[config.mk]
export PLATFORM = sky130hd
export DESIGN_NAME = biq_regs
export DESIGN_NICKNAME = d
export VERILOG_FILES = /design/src/sv/biq_pkg.sv /design/src/sv/biq_regs.sv
export SDC_FILE = /design/constraint.sdc
export NUM_CORES = 1
export LEC_CHECK = 0
export BUFFER_PORTS_ARGS = -buffer_cell sky130_fd_sc_hd__clkbuf_2
export CELL_PAD_IN_SITES_DETAIL_PLACEMENT = 1
export CELL_PAD_IN_SITES_GLOBAL_PLACEMENT = 2
export CORE_UTILIZATION = 31
export CTS_BUF_LIST = sky130_fd_sc_hd__clkbuf_16
export DETAILED_ROUTE_END_ITERATION = 7
export PLACE_DENSITY = 0.89
export SYNTH_ARGS = -nofsm -noshare
export SYNTH_HDL_FRONTEND = slang
export SYNTH_SLANG_ARGS = --single-unit
export TNS_END_PERCENT = 1
[constraint.sdc]
create_clock -name i_clk -period 6.9 [get_ports i_clk]
set_clock_uncertainty 0.1 [all_clocks]
set_input_delay 1.035 -clock i_clk [delete_from_list [all_inputs] [get_ports i_clk]]
set_output_delay 1.035 -clock i_clk [all_outputs]
set_load 0.05 [all_outputs]
[src/sv/biq_pkg.sv]
// Shared constants for the biquad filter: default widths and register map.
`timescale 1ns / 1ps
`default_nettype none
package biq_pkg;

    localparam int SAMPLE_BITS_DEF    = 24;
    localparam int COEF_BITS_DEF      = 24;
    localparam int COEF_FRAC_BITS_DEF = 20;

    localparam int APB_ADDR_BITS = 5;
    localparam int APB_DATA_BITS = 32;
    localparam int REG_IDX_BITS  = 3;

    typedef logic [REG_IDX_BITS-1:0] t_reg_idx;

    localparam t_reg_idx REG_B0 = 3'd0;
    localparam t_reg_idx REG_B1 = 3'd1;
    localparam t_reg_idx REG_B2 = 3'd2;
    localparam t_reg_idx REG_A1 = 3'd3;
    localparam t_reg_idx REG_A2 = 3'd4;

endpackage
`default_nettype wire

[src/sv/biq_regs.sv]
// Coefficient register file behind the APB-style configuration port.
`timescale 1ns / 1ps
`default_nettype none
module biq_regs #(
    parameter int COEF_BITS      = biq_pkg::COEF_BITS_DEF,
    parameter int COEF_FRAC_BITS = biq_pkg::COEF_FRAC_BITS_DEF
) (
    input  wire logic                               i_clk,
    input  wire logic                               i_rst_n,
    input  wire logic                               psel,
    input  wire logic                               penable,
    input  wire logic                               pwrite,
    input  wire logic [biq_pkg::APB_ADDR_BITS-1:0]  paddr,
    input  wire logic [biq_pkg::APB_DATA_BITS-1:0]  pwdata,
    output logic      [biq_pkg::APB_DATA_BITS-1:0]  prdata,
    output logic                                    pready,
    output logic signed [COEF_BITS-1:0]             o_coef_b0,
    output logic signed [COEF_BITS-1:0]             o_coef_b1,
    output logic signed [COEF_BITS-1:0]             o_coef_b2,
    output logic signed [COEF_BITS-1:0]             o_coef_a1,
    output logic signed [COEF_BITS-1:0]             o_coef_a2,
    output logic                                    o_hist_clear
);

    // Unity gain, or the largest positive coefficient when unity does not fit.
    localparam logic signed [COEF_BITS-1:0] B0_RESET =
        (COEF_FRAC_BITS >= COEF_BITS - 1) ? {1'b0, {(COEF_BITS-1){1'b1}}}
                                          : (COEF_BITS'(1) << COEF_FRAC_BITS);

    logic signed [COEF_BITS-1:0] r_b0, r_b1, r_b2, r_a1, r_a2;
    logic                        wr_en;
    biq_pkg::t_reg_idx           idx;
    logic                        idx_ok;
    logic signed [COEF_BITS-1:0] wdata;

    assign pready = 1'b1;
    assign idx    = paddr[biq_pkg::APB_ADDR_BITS-1:2];
    assign wr_en  = psel && penable && pwrite && pready;
    assign wdata  = pwdata[COEF_BITS-1:0];

    always_comb begin
        case (idx)
            biq_pkg::REG_B0, biq_pkg::REG_B1, biq_pkg::REG_B2,
            biq_pkg::REG_A1, biq_pkg::REG_A2: idx_ok = 1'b1;
            default:                          idx_ok = 1'b0;
        endcase
    end

    // A write to any listed register restarts the filter history.
    assign o_hist_clear = wr_en && idx_ok;

    always_ff @(posedge i_clk) begin
        if (!i_rst_n) begin
            r_b0 <= B0_RESET;
            r_b1 <= '0;
            r_b2 <= '0;
            r_a1 <= '0;
            r_a2 <= '0;
        end else if (wr_en) begin
            case (idx)
                biq_pkg::REG_B0: r_b0 <= wdata;
                biq_pkg::REG_B1: r_b1 <= wdata;
                biq_pkg::REG_B2: r_b2 <= wdata;
                biq_pkg::REG_A1: r_a1 <= wdata;
                biq_pkg::REG_A2: r_a2 <= wdata;
                default: ;
            endcase
        end
    end

    always_comb begin
        case (idx)
            biq_pkg::REG_B0: prdata = biq_pkg::APB_DATA_BITS'(r_b0);
            biq_pkg::REG_B1: prdata = biq_pkg::APB_DATA_BITS'(r_b1);
            biq_pkg::REG_B2: prdata = biq_pkg::APB_DATA_BITS'(r_b2);
            biq_pkg::REG_A1: prdata = biq_pkg::APB_DATA_BITS'(r_a1);
            biq_pkg::REG_A2: prdata = biq_pkg::APB_DATA_BITS'(r_a2);
            default:         prdata = '0;
        endcase
    end

    assign o_coef_b0 = r_b0;
    assign o_coef_b1 = r_b1;
    assign o_coef_b2 = r_b2;
    assign o_coef_a1 = r_a1;
    assign o_coef_a2 = r_a2;

endmodule
`default_nettype wire

==> metrics.txt <==
synth warn 0; Die Height 133 um; Setup crit end kind output pin; Netlist Area Pre-Place 5360 sq um; cells after synthesis 554; critical path's top delay family buffers and inverters; Worst R2R Setup Slack 6010 ps; Initial Utilization 32.1%; post-DR wirelength/cell 19.5 um; Clock Path Buffers 2; WHS Endpoint o_coef_a1[3]$_SDFFE_PN0P_; H-tree depth 4; Total GRT Usage 21.0%; critical path's slowest cell nor2b_2; drt drc 0; final setup vio count 0; core area 16,700 sq um; post-cts sizing count 0; Sw Share 23.9%; placed wire-length estimate after detailed placement 12.5 mm; Comb power frac 6.8%; Routed Antenna Nets 0; part of the cycle the worst path needs 66.2%; most common cell after layout, fill and taps aside clkbuf_2; total grt overflow 0; Final Total Pwr 1.68 mW; crit-path max FO 15; Vias/cell 5.09; Fillers 1,965; number of CTS-inserted buffers 17; setup bufs post-CTS 0; reg2reg path depth 2; Cell Rows 47; Placement Setup Slack 2300 ps; min Tclk post-route 4570 ps; syn_area_per_cell 9.67 sq um; cts-stage hold buffer count 0; Fin. Hold Viols 0; Hold Crit Class reg -> reg; worst r2r src o_coef_b0[20]$_SDFFE_PN1P_; critical path class in -> out; Flop pwr share 41.8%; Netlist cell types 24; Clk Latency, worst-skew pair 420 ps; Cell Int Power 1.28 mW; sequential area share after synthesis 44.8%; vias 4,794; Max-Cap Viols 0; Num Clock Sinks 120; Final WS setup 2330 ps; clock root buffer clkbuf_16; Least-Margin Pin Slew 1170 ps; largest net degree at the start of global routing 84; sequence of cells on the critical path clkbuf_2 > nor2b_2 > buf_4 > a22oi_1 > o22ai_1 > clkbuf_2; first-pass GRT wire length 28.3 mm; outcome finished, final reports clean; max frequency 0.219 GHz; die area 17,800 sq um; CP Buf/Inv Count 3; die width 133 um; CP arrival 3430 ps; RSZ-0062 raised after global routing no; # IOs 196; pwr dens 244 nW/um^2; Worst EP required 5760 ps; Detailed Route WL 18.4 mm; Pins Over Slew Limit 0; switching pwr 0.402 mW; initial drt markers 203; nets 751; Leak 2.94 nW; layout cell share with drive strength beyond 1 34.9%; ant diodes 0; critical path launch point type primary input; number of global-route vias before repair 4,987; flops & latches, synth 120; CTS clock-pin slew for the worst setup and hold paths 50 ps; Most common cell on crit path clkbuf_2; CTS tree yes; Setup TNS 0 ps; drt pass-1 iters 4; CP peak stage delay 620 ps; Placer Congestion 0.789; Mapped Nets 596; VDD IR-drop max 0.000160 V; non-filler cells, final 942; Min-Delay Path Depth 2; Relative slew margins 22.0%; dpl cells 910; port bufs 184; Clk pwr share 51.4%; Syn-to-layout area delta 28.6%; initial antenna violation count 0; commonest cells after routing, fill and taps aside clkbuf_2, nand2_1, dfxtp_1, mux2i_1, a22oi_1; hold path start o_coef_a1[3]$_SDFFE_PN0P_; RR Endpoint o_coef_b0[20]$_SDFFE_PN1P_
-- per-stage QoR --
| stage | util, % | hold WS [ps] | instance area [sq um] |
|---|---|---|---|
| 3_5_place_dp | 37.8 | 367 | 6320 |
| 5_1_grt | 41.2 | 398 | 6890 |
| 3_3_place_gp | 37.8 | 358 | 6320 |
| 4_1_cts | 41.2 | 377 | 6890 |
| 6_report | 41.2 | 371 | 6890 |
| 2_1_floorplan | - | 581 | 5360 |
-- synth_stat cells --
| master | n | area share, % |
|---|---|---|
| o22ai_1 | 23 | 2.7 |
| buf_6 | 8 | 1.7 |
| nand3_1 | 2 | 0.19 |
| nor2_1 | 1 | 0.070 |
| dfxtp_1 | 120 | 45 |
| buf_2 | 4 | 0.37 |
| a21oi_1 | 1 | 0.093 |
| nand2_1 | 144 | 10 |
| inv_1 | 2 | 0.14 |
| conb_1 | 1 | 0.070 |
| mux2i_1 | 119 | 22 |
| o21ai_0 | 2 | 0.19 |
| nand4b_1 | 1 | 0.16 |
| or3_1 | 1 | 0.12 |
| buf_1 | 5 | 0.35 |
| clkbuf_1 | 26 | 1.8 |
| buf_4 | 14 | 2.0 |
| nor2_2 | 2 | 0.23 |
| o311ai_0 | 1 | 0.16 |
| a22oi_1 | 47 | 6.6 |
| nor2b_1 | 2 | 0.23 |
| mux2_2 | 25 | 5.3 |
| or2_4 | 1 | 0.16 |
| nor3b_1 | 2 | 0.28 |
-- worst max-delay path by stage --
stage / startpoint / to / slack, ps / cells after the start
4_1_cts: paddr[2] / prdata[23] / 2280 / 6
3_3_place_gp: paddr[2] / prdata[23] / 2340 / 6
3_5_place_dp: paddr[2] / prdata[23] / 2300 / 6
6_report: paddr[2] / prdata[23] / 2330 / 6
5_1_grt: paddr[2] / prdata[23] / 2140 / 6
2_1_floorplan: paddr[4] / prdata[24] / 2400 / 7
-- metal layers --
layer	wire, um	global-route usage, %
met5	0	0
met4	182	5.30
met3	1160	7.50
met2	9000	36.6
met1	8060	24.2
-- cell type report --
| type | count | area (sq um) | share of cell area [%] |
|---|---|---|---|
| Clock buffer | 17 | 425 | 6.18 |
| Clock inverter | 15 | 144 | 2.09 |
| Inverter | 2 | 7.51 | 0.109 |
| Multi-Input combinational cell | 375 | 2640 | 38.4 |
| Sequential cell | 120 | 2400 | 34.9 |
| Tap cell | 220 | 275 | 4.00 |
| Timing Repair Buffer | 193 | 991 | 14.4 |
-- power by group through the flow --
| stage | sequential (mW) | clock (mW) | combinational [mW] |
|---|---|---|---|
| CTS | 0.703 | 0.879 | 0.115 |
| global placement | 0.717 | 0 | 0.112 |
| detailed placement | 0.718 | 0 | 0.115 |
| global route | 0.703 | 0.913 | 0.121 |
| floorplan | 0.735 | 0 | 0.0600 |
| finish | 0.703 | 0.866 | 0.114 |
-- registers in the layout, summed over array words and instances, names as in the netlist --
name,flops
o_coef_a1,24
o_coef_a2,24
o_coef_b0,24
o_coef_b1,24
o_coef_b2,24
-- cells by family (layout without fill, tap and decap cells) --
kind of cell | count (synthesis) | in the layout | share of synthesized area, %
compound gates | 74 | 74 | 9.72
flops | 120 | 120 | 44.8
buf+inv | 59 | 227 | 6.33
mux | 144 | 144 | 27.5
other cells | 1 | 1 | 0.0700
simple gates | 156 | 156 | 11.5
-- worst reg2reg max path, stage by stage (launching register included) --
cell      delay [ps]
dfxtp_1          350
o21ai_0           80
o311ai_0         180
Note: power is estimated with default switching activity, not from simulation.
